## config.mk

```make
export PLATFORM = sky130hd
export DESIGN_NAME = color_blob_centroid
export DESIGN_NICKNAME = d
export VERILOG_FILES = /design/src/hdl/cbc_pkg.sv /design/src/hdl/color_blob_centroid.sv /design/src/hdl/cbc_front.sv /design/src/hdl/cbc_fifo.sv /design/src/hdl/cbc_div.sv /design/src/hdl/cbc_back.sv
export SDC_FILE = /design/constraint.sdc
export NUM_CORES = 1
export LEC_CHECK = 0
export BUFFER_PORTS_ARGS = -buffer_cell sky130_fd_sc_hd__buf_4
export CORE_MARGIN = 2
export CORE_UTILIZATION = 30
export DETAILED_ROUTE_END_ITERATION = 10
export GPL_TIMING_DRIVEN = 0
export MAX_ROUTING_LAYER = met4
export SYNTH_ARGS = -nofsm -noshare
export SYNTH_HDL_FRONTEND = slang
export SYNTH_SLANG_ARGS = --single-unit
```

## constraint.sdc

```tcl
create_clock -name clk -period 22.2 [get_ports clk]
set_input_delay 4.44 -clock clk [delete_from_list [all_inputs] [get_ports clk]]
set_output_delay 4.44 -clock clk [all_outputs]
set_load 0.005 [all_outputs]
```

## src/hdl/cbc_pkg.sv

```systemverilog
`timescale 1ns / 1ps
`default_nettype none

package cbc_pkg;

	localparam int MAX_WIDTH  = 1024;
	localparam int MAX_HEIGHT = 1024;

	// counter and size widths follow the largest frame
	localparam int COL_W  = $clog2(MAX_WIDTH);
	localparam int ROW_W  = $clog2(MAX_HEIGHT);
	localparam int WSIZE_W = COL_W + 1;
	localparam int HSIZE_W = ROW_W + 1;

	localparam int CFG_W   = 11;
	localparam int LEVEL_W = 8;
	localparam int SUM_W   = 30;
	localparam int MATCH_W = 21;
	localparam int POS_W   = 10;
	localparam int STEP_W  = $clog2(SUM_W + 1);

	localparam int DIFF_W = ((COL_W > POS_W) ? COL_W : POS_W) + 2;
	localparam int DIFFR_W = ((ROW_W > POS_W) ? ROW_W : POS_W) + 2;

	localparam int FIFO_DEPTH = 2;
	localparam int FPTR_W = $clog2(FIFO_DEPTH);
	localparam int FCNT_W = $clog2(FIFO_DEPTH + 1);

	localparam int CIDX_W = 3;
	localparam logic [CIDX_W-1:0] REG_FRAME_WIDTH  = 3'd0;
	localparam logic [CIDX_W-1:0] REG_FRAME_HEIGHT = 3'd1;
	localparam logic [CIDX_W-1:0] REG_RED_LIMIT    = 3'd2;
	localparam logic [CIDX_W-1:0] REG_GREEN_LIMIT  = 3'd3;
	localparam logic [CIDX_W-1:0] REG_BLUE_LIMIT   = 3'd4;

	localparam logic [CFG_W-1:0]   RST_FRAME_WIDTH  = 11'd64;
	localparam logic [CFG_W-1:0]   RST_FRAME_HEIGHT = 11'd64;
	localparam logic [LEVEL_W-1:0] RST_RED_LIMIT    = 8'd150;
	localparam logic [LEVEL_W-1:0] RST_GREEN_LIMIT  = 8'd100;
	localparam logic [LEVEL_W-1:0] RST_BLUE_LIMIT   = 8'd100;

	localparam logic [POS_W-1:0] POS_MAX = {POS_W{1'b1}};

	// totals of one finished frame, handed from front to back
	typedef struct packed {
		logic [SUM_W-1:0]   col_sum;
		logic [SUM_W-1:0]   row_sum;
		logic [MATCH_W-1:0] match_total;
		logic [COL_W-1:0]   half_w;
		logic [ROW_W-1:0]   half_h;
	} frame_rec_t;

	typedef struct packed {
		logic full;
		logic empty;
	} fifo_stat_t;

	function automatic logic [WSIZE_W-1:0] eff_width(input logic [CFG_W-1:0] v);
		logic [WSIZE_W-1:0] r;
		if (v == '0) begin
			r = WSIZE_W'(1);
		end else if (int'(v) > MAX_WIDTH) begin
			r = WSIZE_W'(MAX_WIDTH);
		end else begin
			r = WSIZE_W'(v);
		end
		return r;
	endfunction

	function automatic logic [HSIZE_W-1:0] eff_height(input logic [CFG_W-1:0] v);
		logic [HSIZE_W-1:0] r;
		if (v == '0) begin
			r = HSIZE_W'(1);
		end else if (int'(v) > MAX_HEIGHT) begin
			r = HSIZE_W'(MAX_HEIGHT);
		end else begin
			r = HSIZE_W'(v);
		end
		return r;
	endfunction

endpackage

`default_nettype wire

```

## src/hdl/color_blob_centroid.sv

```systemverilog
`timescale 1ns / 1ps
`default_nettype none

// Color threshold blob centroid. Pixels arrive one per word in raster order and are
// taken one per clock unless full holds a frame's last pixel; a pixel matches when
// red is above red_limit and green and blue are below their limits. Column and row
// are counted against frame_width and frame_height (zero acts as one, values above
// the maximum frame size are clamped). After the last pixel of a frame one result
// word is queued: the truncated mean column and row of the matching pixels, their
// offsets from the frame centre and the match count, all zero when nothing matched.
// The two quotients come from two bit-serial dividers that run side by side. Up
// to two finished frames wait in a queue ahead of the dividers; full rises only
// on the last pixel of a frame when that queue is full, so that pixel is stalled
// until the dividers free a slot.
// Registers are written through the cfg port, which is always ready.
module color_blob_centroid
	import cbc_pkg::*;
(
	input  wire logic               clk,
	input  wire logic               arst_n,
	input  wire logic               cfg_valid,
	output logic                    cfg_ready,
	input  wire logic [CIDX_W-1:0]  cfg_index,
	input  wire logic [CFG_W-1:0]   cfg_data,
	input  wire logic               push,
	output logic                    full,
	input  wire logic [LEVEL_W-1:0] red_level,
	input  wire logic [LEVEL_W-1:0] green_level,
	input  wire logic [LEVEL_W-1:0] blue_level,
	output logic                    empty,
	input  wire logic               pop,
	output logic                    found,
	output logic [POS_W-1:0]        centroid_col,
	output logic [POS_W-1:0]        centroid_row,
	output logic signed [POS_W-1:0] offset_col,
	output logic signed [POS_W-1:0] offset_row,
	output logic [MATCH_W-1:0]      match_count
);

	fifo_stat_t fifo_stat;
	frame_rec_t push_rec;
	frame_rec_t pop_rec;
	logic       rec_push;
	logic       rec_pop;

	assign cfg_ready = 1'b1;

	cbc_front u_front (
		.clk         (clk),
		.arst_n      (arst_n),
		.cfg_valid   (cfg_valid && cfg_ready),
		.cfg_index   (cfg_index),
		.cfg_data    (cfg_data),
		.push        (push),
		.full        (full),
		.red_level   (red_level),
		.green_level (green_level),
		.blue_level  (blue_level),
		.fifo_stat   (fifo_stat),
		.rec_push    (rec_push),
		.rec         (push_rec)
	);

	cbc_fifo u_fifo (
		.clk     (clk),
		.arst_n  (arst_n),
		.wr_en   (rec_push),
		.wr_data (push_rec),
		.rd_en   (rec_pop),
		.rd_data (pop_rec),
		.stat    (fifo_stat)
	);

	cbc_back u_back (
		.clk          (clk),
		.arst_n       (arst_n),
		.fifo_stat    (fifo_stat),
		.rec          (pop_rec),
		.rec_pop      (rec_pop),
		.pop          (pop),
		.empty        (empty),
		.found        (found),
		.centroid_col (centroid_col),
		.centroid_row (centroid_row),
		.offset_col   (offset_col),
		.offset_row   (offset_row),
		.match_count  (match_count)
	);

`ifndef ASSERT_OFF
	a_queue_no_overflow: assert property (@(posedge clk) disable iff (!arst_n)
		rec_push |-> !fifo_stat.full)
		else $error("frame word pushed into a full queue");

	a_queue_no_underflow: assert property (@(posedge clk) disable iff (!arst_n)
		rec_pop |-> !fifo_stat.empty)
		else $error("frame word popped from an empty queue");

	a_found_count: assert property (@(posedge clk) disable iff (!arst_n)
		!empty |-> (found == (match_count != '0)))
		else $error("found flag disagrees with match count");

	a_none_zero: assert property (@(posedge clk) disable iff (!arst_n)
		(!empty && !found) |-> (centroid_col == '0 && centroid_row == '0
			&& offset_col == '0 && offset_row == '0))
		else $error("result without matches has nonzero fields");
`endif

endmodule

`default_nettype wire

```

## src/hdl/cbc_front.sv

```systemverilog
`timescale 1ns / 1ps
`default_nettype none

module cbc_front
	import cbc_pkg::*;
(
	input  wire logic               clk,
	input  wire logic               arst_n,
	input  wire logic               cfg_valid,
	input  wire logic [CIDX_W-1:0]  cfg_index,
	input  wire logic [CFG_W-1:0]   cfg_data,
	input  wire logic               push,
	output logic                    full,
	input  wire logic [LEVEL_W-1:0] red_level,
	input  wire logic [LEVEL_W-1:0] green_level,
	input  wire logic [LEVEL_W-1:0] blue_level,
	input  wire fifo_stat_t         fifo_stat,
	output logic                    rec_push,
	output frame_rec_t              rec
);

	logic [CFG_W-1:0]   frame_width_q;
	logic [CFG_W-1:0]   frame_height_q;
	logic [LEVEL_W-1:0] red_limit_q;
	logic [LEVEL_W-1:0] green_limit_q;
	logic [LEVEL_W-1:0] blue_limit_q;

	logic [COL_W-1:0]   col_q;
	logic [ROW_W-1:0]   row_q;
	logic [SUM_W-1:0]   col_sum_q;
	logic [SUM_W-1:0]   row_sum_q;
	logic [MATCH_W-1:0] matches_q;

	logic [WSIZE_W-1:0] w;
	logic [HSIZE_W-1:0] h;
	logic               col_last;
	logic               row_last;
	logic               frame_last;
	logic               hit;
	logic               accept;
	logic [SUM_W-1:0]   col_sum_d;
	logic [SUM_W-1:0]   row_sum_d;
	logic [MATCH_W-1:0] matches_d;

	always_comb begin
		w          = eff_width(frame_width_q);
		h          = eff_height(frame_height_q);
		col_last   = !((WSIZE_W'(col_q) + WSIZE_W'(1)) < w);
		row_last   = !((HSIZE_W'(row_q) + HSIZE_W'(1)) < h);
		frame_last = col_last && row_last;
		hit        = (red_level > red_limit_q) && (green_level < green_limit_q)
		             && (blue_level < blue_limit_q);
		// only the frame's last word needs room in the queue
		full       = fifo_stat.full && frame_last;
		accept     = push && !full;
		col_sum_d  = hit ? col_sum_q + SUM_W'(col_q) : col_sum_q;
		row_sum_d  = hit ? row_sum_q + SUM_W'(row_q) : row_sum_q;
		matches_d  = hit ? matches_q + MATCH_W'(1) : matches_q;
		rec_push   = accept && frame_last;
		rec.col_sum = col_sum_d;
		rec.row_sum = row_sum_d;
		rec.match_total = matches_d;
		rec.half_w  = COL_W'(w >> 1);
		rec.half_h  = ROW_W'(h >> 1);
	end

	always_ff @(posedge clk or negedge arst_n) begin
		if (!arst_n) begin
			frame_width_q  <= RST_FRAME_WIDTH;
			frame_height_q <= RST_FRAME_HEIGHT;
			red_limit_q    <= RST_RED_LIMIT;
			green_limit_q  <= RST_GREEN_LIMIT;
			blue_limit_q   <= RST_BLUE_LIMIT;
		end else if (cfg_valid) begin
			unique case (cfg_index)
				REG_FRAME_WIDTH:  frame_width_q  <= cfg_data;
				REG_FRAME_HEIGHT: frame_height_q <= cfg_data;
				REG_RED_LIMIT:    red_limit_q    <= cfg_data[LEVEL_W-1:0];
				REG_GREEN_LIMIT:  green_limit_q  <= cfg_data[LEVEL_W-1:0];
				REG_BLUE_LIMIT:   blue_limit_q   <= cfg_data[LEVEL_W-1:0];
				default: ;
			endcase
		end
	end

	always_ff @(posedge clk or negedge arst_n) begin
		if (!arst_n) begin
			col_q     <= '0;
			row_q     <= '0;
			col_sum_q <= '0;
			row_sum_q <= '0;
			matches_q <= '0;
		end else if (accept) begin
			col_q <= col_last ? '0 : col_q + COL_W'(1);
			if (col_last) begin
				row_q <= row_last ? '0 : row_q + ROW_W'(1);
			end
			if (frame_last) begin
				col_sum_q <= '0;
				row_sum_q <= '0;
				matches_q <= '0;
			end else begin
				col_sum_q <= col_sum_d;
				row_sum_q <= row_sum_d;
				matches_q <= matches_d;
			end
		end
	end

endmodule

`default_nettype wire

```

## src/hdl/cbc_fifo.sv

```systemverilog
`timescale 1ns / 1ps
`default_nettype none

module cbc_fifo
	import cbc_pkg::*;
(
	input  wire logic       clk,
	input  wire logic       arst_n,
	input  wire logic       wr_en,
	input  wire frame_rec_t wr_data,
	input  wire logic       rd_en,
	output frame_rec_t      rd_data,
	output fifo_stat_t      stat
);

	frame_rec_t        mem_q [FIFO_DEPTH];
	logic [FPTR_W-1:0] wr_ptr_q;
	logic [FPTR_W-1:0] rd_ptr_q;
	logic [FCNT_W-1:0] count_q;
	logic              do_wr;
	logic              do_rd;

	always_comb begin
		stat.full  = (count_q == FCNT_W'(FIFO_DEPTH));
		stat.empty = (count_q == '0);
		do_wr      = wr_en && !stat.full;
		do_rd      = rd_en && !stat.empty;
		rd_data    = mem_q[rd_ptr_q];
	end

	always_ff @(posedge clk) begin
		if (do_wr) begin
			mem_q[wr_ptr_q] <= wr_data;
		end
	end

	always_ff @(posedge clk or negedge arst_n) begin
		if (!arst_n) begin
			wr_ptr_q <= '0;
			rd_ptr_q <= '0;
			count_q  <= '0;
		end else begin
			if (do_wr) begin
				wr_ptr_q <= wr_ptr_q + FPTR_W'(1);
			end
			if (do_rd) begin
				rd_ptr_q <= rd_ptr_q + FPTR_W'(1);
			end
			if (do_wr && !do_rd) begin
				count_q <= count_q + FCNT_W'(1);
			end else if (do_rd && !do_wr) begin
				count_q <= count_q - FCNT_W'(1);
			end
		end
	end

endmodule

`default_nettype wire

```

## src/hdl/cbc_div.sv

```systemverilog
`timescale 1ns / 1ps
`default_nettype none

module cbc_div
	import cbc_pkg::*;
(
	input  wire logic               clk,
	input  wire logic               arst_n,
	input  wire logic               start,
	input  wire logic [SUM_W-1:0]   dividend,
	input  wire logic [MATCH_W-1:0] divisor,
	output logic                    busy,
	output logic [SUM_W-1:0]        quotient
);

	// restoring divide, one quotient bit per cycle
	logic [MATCH_W:0]   rem_q;
	logic [SUM_W-1:0]   quo_q;
	logic [MATCH_W-1:0] div_q;
	logic [STEP_W-1:0]  step_q;
	logic [MATCH_W:0]   trial;
	logic               ge;

	always_comb begin
		busy     = (step_q != '0);
		trial    = {rem_q[MATCH_W-1:0], quo_q[SUM_W-1]};
		ge       = (trial >= {1'b0, div_q});
		quotient = quo_q;
	end

	always_ff @(posedge clk or negedge arst_n) begin
		if (!arst_n) begin
			step_q <= '0;
		end else if (start) begin
			step_q <= STEP_W'(SUM_W);
		end else if (busy) begin
			step_q <= step_q - STEP_W'(1);
		end
	end

	always_ff @(posedge clk) begin
		if (start) begin
			rem_q <= '0;
			quo_q <= dividend;
			div_q <= divisor;
		end else if (busy) begin
			rem_q <= ge ? trial - {1'b0, div_q} : trial;
			quo_q <= {quo_q[SUM_W-2:0], ge};
		end
	end

endmodule

`default_nettype wire

```

## src/hdl/cbc_back.sv

```systemverilog
`timescale 1ns / 1ps
`default_nettype none

module cbc_back
	import cbc_pkg::*;
(
	input  wire logic               clk,
	input  wire logic               arst_n,
	input  wire fifo_stat_t         fifo_stat,
	input  wire frame_rec_t         rec,
	output logic                    rec_pop,
	input  wire logic               pop,
	output logic                    empty,
	output logic                    found,
	output logic [POS_W-1:0]        centroid_col,
	output logic [POS_W-1:0]        centroid_row,
	output logic signed [POS_W-1:0] offset_col,
	output logic signed [POS_W-1:0] offset_row,
	output logic [MATCH_W-1:0]      match_count
);

	localparam logic S_IDLE = 1'b0;
	localparam logic S_RUN  = 1'b1;

	logic               state_q;
	frame_rec_t         rec_q;
	logic               out_valid_q;
	logic               col_busy;
	logic               row_busy;
	logic [SUM_W-1:0]   col_quo;
	logic [SUM_W-1:0]   row_quo;
	logic               start;
	logic               load;
	logic [POS_W-1:0]   cx;
	logic [POS_W-1:0]   cy;
	logic signed [DIFF_W-1:0]  dx;
	logic signed [DIFFR_W-1:0] dy;
	logic [POS_W-1:0]   ox;
	logic [POS_W-1:0]   oy;
	logic               any;

	cbc_div u_div_col (
		.clk      (clk),
		.arst_n   (arst_n),
		.start    (start),
		.dividend (rec.col_sum),
		.divisor  (rec.match_total),
		.busy     (col_busy),
		.quotient (col_quo)
	);

	cbc_div u_div_row (
		.clk      (clk),
		.arst_n   (arst_n),
		.start    (start),
		.dividend (rec.row_sum),
		.divisor  (rec.match_total),
		.busy     (row_busy),
		.quotient (row_quo)
	);

	always_comb begin
		start   = (state_q == S_IDLE) && !fifo_stat.empty;
		rec_pop = start;
		load    = (state_q == S_RUN) && !col_busy && !row_busy && (!out_valid_q || pop);
		empty   = !out_valid_q;
		any     = (rec_q.match_total != '0);

		cx = (|col_quo[SUM_W-1:POS_W]) ? POS_MAX : col_quo[POS_W-1:0];
		cy = (|row_quo[SUM_W-1:POS_W]) ? POS_MAX : row_quo[POS_W-1:0];
		dx = signed'(DIFF_W'(cx)) - signed'(DIFF_W'(rec_q.half_w));
		dy = signed'(DIFFR_W'(cy)) - signed'(DIFFR_W'(rec_q.half_h));

		// clamp to the signed range of the offset ports
		if (dx > signed'(DIFF_W'(2 ** (POS_W - 1) - 1))) begin
			ox = {1'b0, {(POS_W-1){1'b1}}};
		end else if (dx < -signed'(DIFF_W'(2 ** (POS_W - 1)))) begin
			ox = {1'b1, {(POS_W-1){1'b0}}};
		end else begin
			ox = dx[POS_W-1:0];
		end
		if (dy > signed'(DIFFR_W'(2 ** (POS_W - 1) - 1))) begin
			oy = {1'b0, {(POS_W-1){1'b1}}};
		end else if (dy < -signed'(DIFFR_W'(2 ** (POS_W - 1)))) begin
			oy = {1'b1, {(POS_W-1){1'b0}}};
		end else begin
			oy = dy[POS_W-1:0];
		end
	end

	always_ff @(posedge clk or negedge arst_n) begin
		if (!arst_n) begin
			state_q     <= S_IDLE;
			out_valid_q <= 1'b0;
		end else begin
			unique case (state_q)
				S_IDLE: begin
					if (start) begin
						state_q <= S_RUN;
					end
				end
				S_RUN: begin
					if (load) begin
						state_q <= S_IDLE;
					end
				end
				default: state_q <= S_IDLE;
			endcase
			if (load) begin
				out_valid_q <= 1'b1;
			end else if (pop) begin
				out_valid_q <= 1'b0;
			end
		end
	end

	always_ff @(posedge clk) begin
		if (start) begin
			rec_q <= rec;
		end
		if (load) begin
			found        <= any;
			centroid_col <= any ? cx : '0;
			centroid_row <= any ? cy : '0;
			offset_col   <= any ? signed'(ox) : '0;
			offset_row   <= any ? signed'(oy) : '0;
			match_count  <= rec_q.match_total;
		end
	end

endmodule

`default_nettype wire

```

==> impl_metrics.env <==
export IMPL_outcome="finished, final reports clean"
export IMPL_drt_iter0_drc=1353
export IMPL_cts_resized=0
export IMPL_area_growth_syn_to_layout_pct=16.53
export IMPL_dieHeight_um=314.1
export IMPL_drc=0
export IMPL_synthDistinctLibCells=80
export IMPL_r2r_cells=14
export IMPL_combPwrFrac_pct=34.0
export IMPL_place_congestion=0.8753
export IMPL_fin_skew_ps=32.17
export IMPL_synth_edf_count=365
export IMPL_drt_pass1_iterations=5
export IMPL_crit_arrival_ps=3860
export IMPL_synth_avg_cell_area_um2=11.54
export IMPL_cts_buffers=61
export IMPL_hold_path_end="u_back.match_count[18]"
export IMPL_worstHoldStart="u_back.rec_q[38]"
export IMPL_grt_max_degree=89
export IMPL_ys_flop_type="edfxtp_1"
export IMPL_period_share_pct=37.41
export IMPL_ys_ff_latch=570
export IMPL_rsz0062_at_grt="no"
export IMPL_grt_pass1_wl_um=112400
export IMPL_clock_power_share_pct=27.1
export IMPL_place_ws_ps=14220
export IMPL_cts_tree="built"
export IMPL_vias=19730
export IMPL_fmax_ghz=0.1204
export IMPL_holdWs_ps=425.7
export IMPL_fin_nets=2863
export IMPL_initial_core_util_pct=30.32
export IMPL_utilization_pct=35.33
export IMPL_min_path_type="reg2reg"
export IMPL_crit_path_max_fanout=10
export IMPL_rows=113
export IMPL_portBuffers=106
export IMPL_hold_depth=0
export IMPL_rrSetupSlack_ps=17350
export IMPL_dp_cells=3884
export IMPL_cp_start_kind="register"
export IMPL_die_area_mm2=0.09867
export IMPL_dpl_hpwl_um=52400
export IMPL_setup_viol=0
export IMPL_r2r_start="u_front.frame_height_q[5]"
export IMPL_synth_seq_area_share_pct=55.09
export IMPL_p_sw_mw=1.319
export IMPL_hold_buffers=0
export IMPL_p_total_mw=3.890
export IMPL_powerDensity_mw_per_mm2=115.7
export IMPL_seqPwrFrac_pct=38.8
export IMPL_via_per_inst=4.934
export IMPL_crit_type="reg2out"
export IMPL_regToRegEndpoint="u_fifo.mem_q[0][32]"
export IMPL_setup_tns_ps=0
export IMPL_drive_above_1_share_pct=15.39
export IMPL_crit_path_end_kind="primary output"
export IMPL_detail_route_antenna_nets=0
export IMPL_yosys_warnings=0
export IMPL_slew_headroom_pct=10.78
export IMPL_final_setup_worst_slack_ps=13900
export IMPL_cts_root_buf="clkbuf_16"
export IMPL_ctsLongestPathBuffers=3
export IMPL_gr_usage_all_layers_pct=14.89
export IMPL_coreArea_mm2=0.09515
export IMPL_dpl_cell_area_mm2=0.03152
export IMPL_post_cts_setup_buffers=0
export IMPL_p_sw_share_pct=33.91
export IMPL_crit_required_ps=17760
export IMPL_clkSinkCount=570
export IMPL_synth_area_mm2=0.02885
export IMPL_async_reset_ff_share_pct=28.60
export IMPL_slew_viol_final=0
export IMPL_power_internal_mw=2.571
export IMPL_antennaDiodeCount=0
export IMPL_htreeDepth=2
export IMPL_stdcell_count=4000
export IMPL_syn_nets=2682
export IMPL_antenna_found_initial=1
export IMPL_routedWlPerCell_um=17.94
export IMPL_irDropWorstVdd_mv=0.08279
export IMPL_tightestPinTransition_ps=1335
export IMPL_grt_overflow_total=0
export IMPL_syn_inst=2501
export IMPL_clk_pin_slew_ps=60
export IMPL_grt_pass1_vias=19460
export IMPL_maxCapViolations=0
export IMPL_p_leak_nw=13.37
export IMPL_ioPinCount=108
export IMPL_hold_viol_final=0
export IMPL_finalCriticalPeriod_ps=8305
export IMPL_design_area_mm2=0.03362
export IMPL_wl_um=71750
export IMPL_clk_latency_ps=640
export IMPL_die_x_um=314.1
worst max-delay path, cell delays in order (launching register included):
cell,delay (ps)
dfrtp_1,400
nor4_1,340
nand3_1,160
o21ai_0,230
nand2_1,160
ha_1,360
a21oi_1,150
o21ai_0,90
and3_1,200
or2_1,280
a21o_1,230
clkbuf_1,240
and3_1,250
buf_4,140
cell usage in the layout, fill, tap and decap left out, types with 29 or more instances in the layout:
cell type  instances
a22o_1            33
dfxtp_1           42
or2_2             29
a21o_1            48
xor2_1            40
clkbuf_1          79
a31oi_1           73
mux2i_1           87
buf_4            114
nor2_1            96
edfxtp_1         365
dfrtp_1          151
xnor2_1          104
mux2_2           100
clkbuf_16         63
inv_1            138
a21oi_1          104
and3_1            32
nand3_1           55
nand2_1          214
o21ai_0          170
and2_1            29
ha_1             132
cell families (layout without fill, tap and decap cells):
group | Yosys count | count (layout) | synth area share [%]
and+or+nand+nor | 600 | 600 | 10.24
xor gates and xnor gates | 144 | 144 | 4.371
muxes | 187 | 187 | 6.921
buffers and inverters | 255 | 489 | 3.612
AOI/OAI and AO/OA | 606 | 606 | 13.61
adders and majority gates | 138 | 138 | 6.141
DFF | 570 | 570 | 55.09
other | 1 | 1 | 0.01300
sequential cells by signal, indices dropped and copies added, names as in the netlist, 5 cells and up:
name / flops
u_back.u_div_row.rem_q: 21
u_back.offset_col: 10
u_back.u_div_row.step_q: 5
u_back.offset_row: 10
u_front.frame_height_q: 11
u_front.frame_width_q: 11
u_front.green_limit_q: 8
u_back.u_div_col.step_q: 5
u_front.matches_q: 21
u_front.col_q: 10
u_front.row_sum_q: 30
u_front.blue_limit_q: 8
u_back.u_div_col.rem_q: 21
u_back.match_count: 21
u_back.u_div_col.quotient: 30
u_fifo.mem_q: 202
u_front.red_limit_q: 8
u_back.u_div_row.quotient: 30
u_back.centroid_row: 10
u_front.col_sum_q: 30
u_back.rec_q: 41
u_back.centroid_col: 10
u_front.row_q: 10
layout make-up:
class                      instances  area [um^2]
fill                            9309        61530
sequential                       570        15900
multi-input combinational       1676        11970
clock buffer                      77         1659
tap                             1265         1583
timing repair buffer             118         1025
buffer                           116        524.3
inverter                         139        521.8
clock inverter                    39        444.2
cells in the mapped netlist (13+ instances only):
| cell type | instances | area share, % |
|---|---|---|
| dfrtp_1 | 151 | 13 |
| a21o_1 | 48 | 1.2 |
| nand2_1 | 214 | 2.8 |
| a31o_2 | 13 | 0.39 |
| nor4_1 | 19 | 0.41 |
| nand3_1 | 55 | 0.95 |
| and3_1 | 32 | 0.69 |
| o31ai_1 | 17 | 0.44 |
| nor3_1 | 24 | 0.42 |
| nor2_1 | 98 | 1.3 |
| o21ai_0 | 170 | 2.9 |
| mux2i_1 | 87 | 3.0 |
| or2_2 | 29 | 0.63 |
| o21a_1 | 21 | 0.55 |
| a31oi_1 | 73 | 1.6 |
| xor2_1 | 40 | 1.2 |
| xnor2_1 | 104 | 3.2 |
| a211oi_1 | 14 | 0.36 |
| a41oi_1 | 20 | 0.61 |
| nor2b_1 | 25 | 0.54 |
| inv_1 | 138 | 1.8 |
| mux2_2 | 100 | 3.9 |
| and2_1 | 29 | 0.63 |
| clkbuf_1 | 69 | 0.90 |
| dfxtp_1 | 42 | 2.9 |
| a21oi_1 | 105 | 1.8 |
| a22o_1 | 33 | 1.0 |
| edfxtp_1 | 365 | 38 |
| buf_2 | 26 | 0.45 |
| nand4_1 | 22 | 0.48 |
| o31a_1 | 13 | 0.39 |
| ha_1 | 132 | 5.7 |
worst max path at each step:
stage / start / end / slack (ps) / cells after the start
CTS: u_front.frame_height_q[5] / full / 13850 / 12
detailed placement: red_level[3] / u_fifo.mem_q[0][64] / 14220 / 10
finish: u_front.frame_height_q[5] / full / 13900 / 13
floorplan: push / u_fifo.mem_q[0][0] / 12740 / 2
global route: u_front.row_q[4] / full / 13580 / 12
global placement: push / u_fifo.mem_q[0][32] / 9690 / 3
layer usage:
metal / wire length (um) / vias up / global-route usage, %
met2: 34050 / 342 / 24.09
met5: 0 / - / -
met1: 33050 / 9660 / 19.56
met4: 1916 / 0 / 4.458
met3: 2741 / 105 / 1.825
li1: - / 9627 / -
power by group through the flow:
stage	logic, mW	clock network (mW)	registers [mW]
3_5_place_dp	1.32	0	1.53
6_report	1.32	1.06	1.51
3_3_place_gp	1.30	0	1.53
5_1_grt	1.49	1.12	1.53
4_1_cts	1.33	1.08	1.51
2_1_floorplan	1.01	0	1.48
No activity file was read; power rests on OpenSTA's default activity.
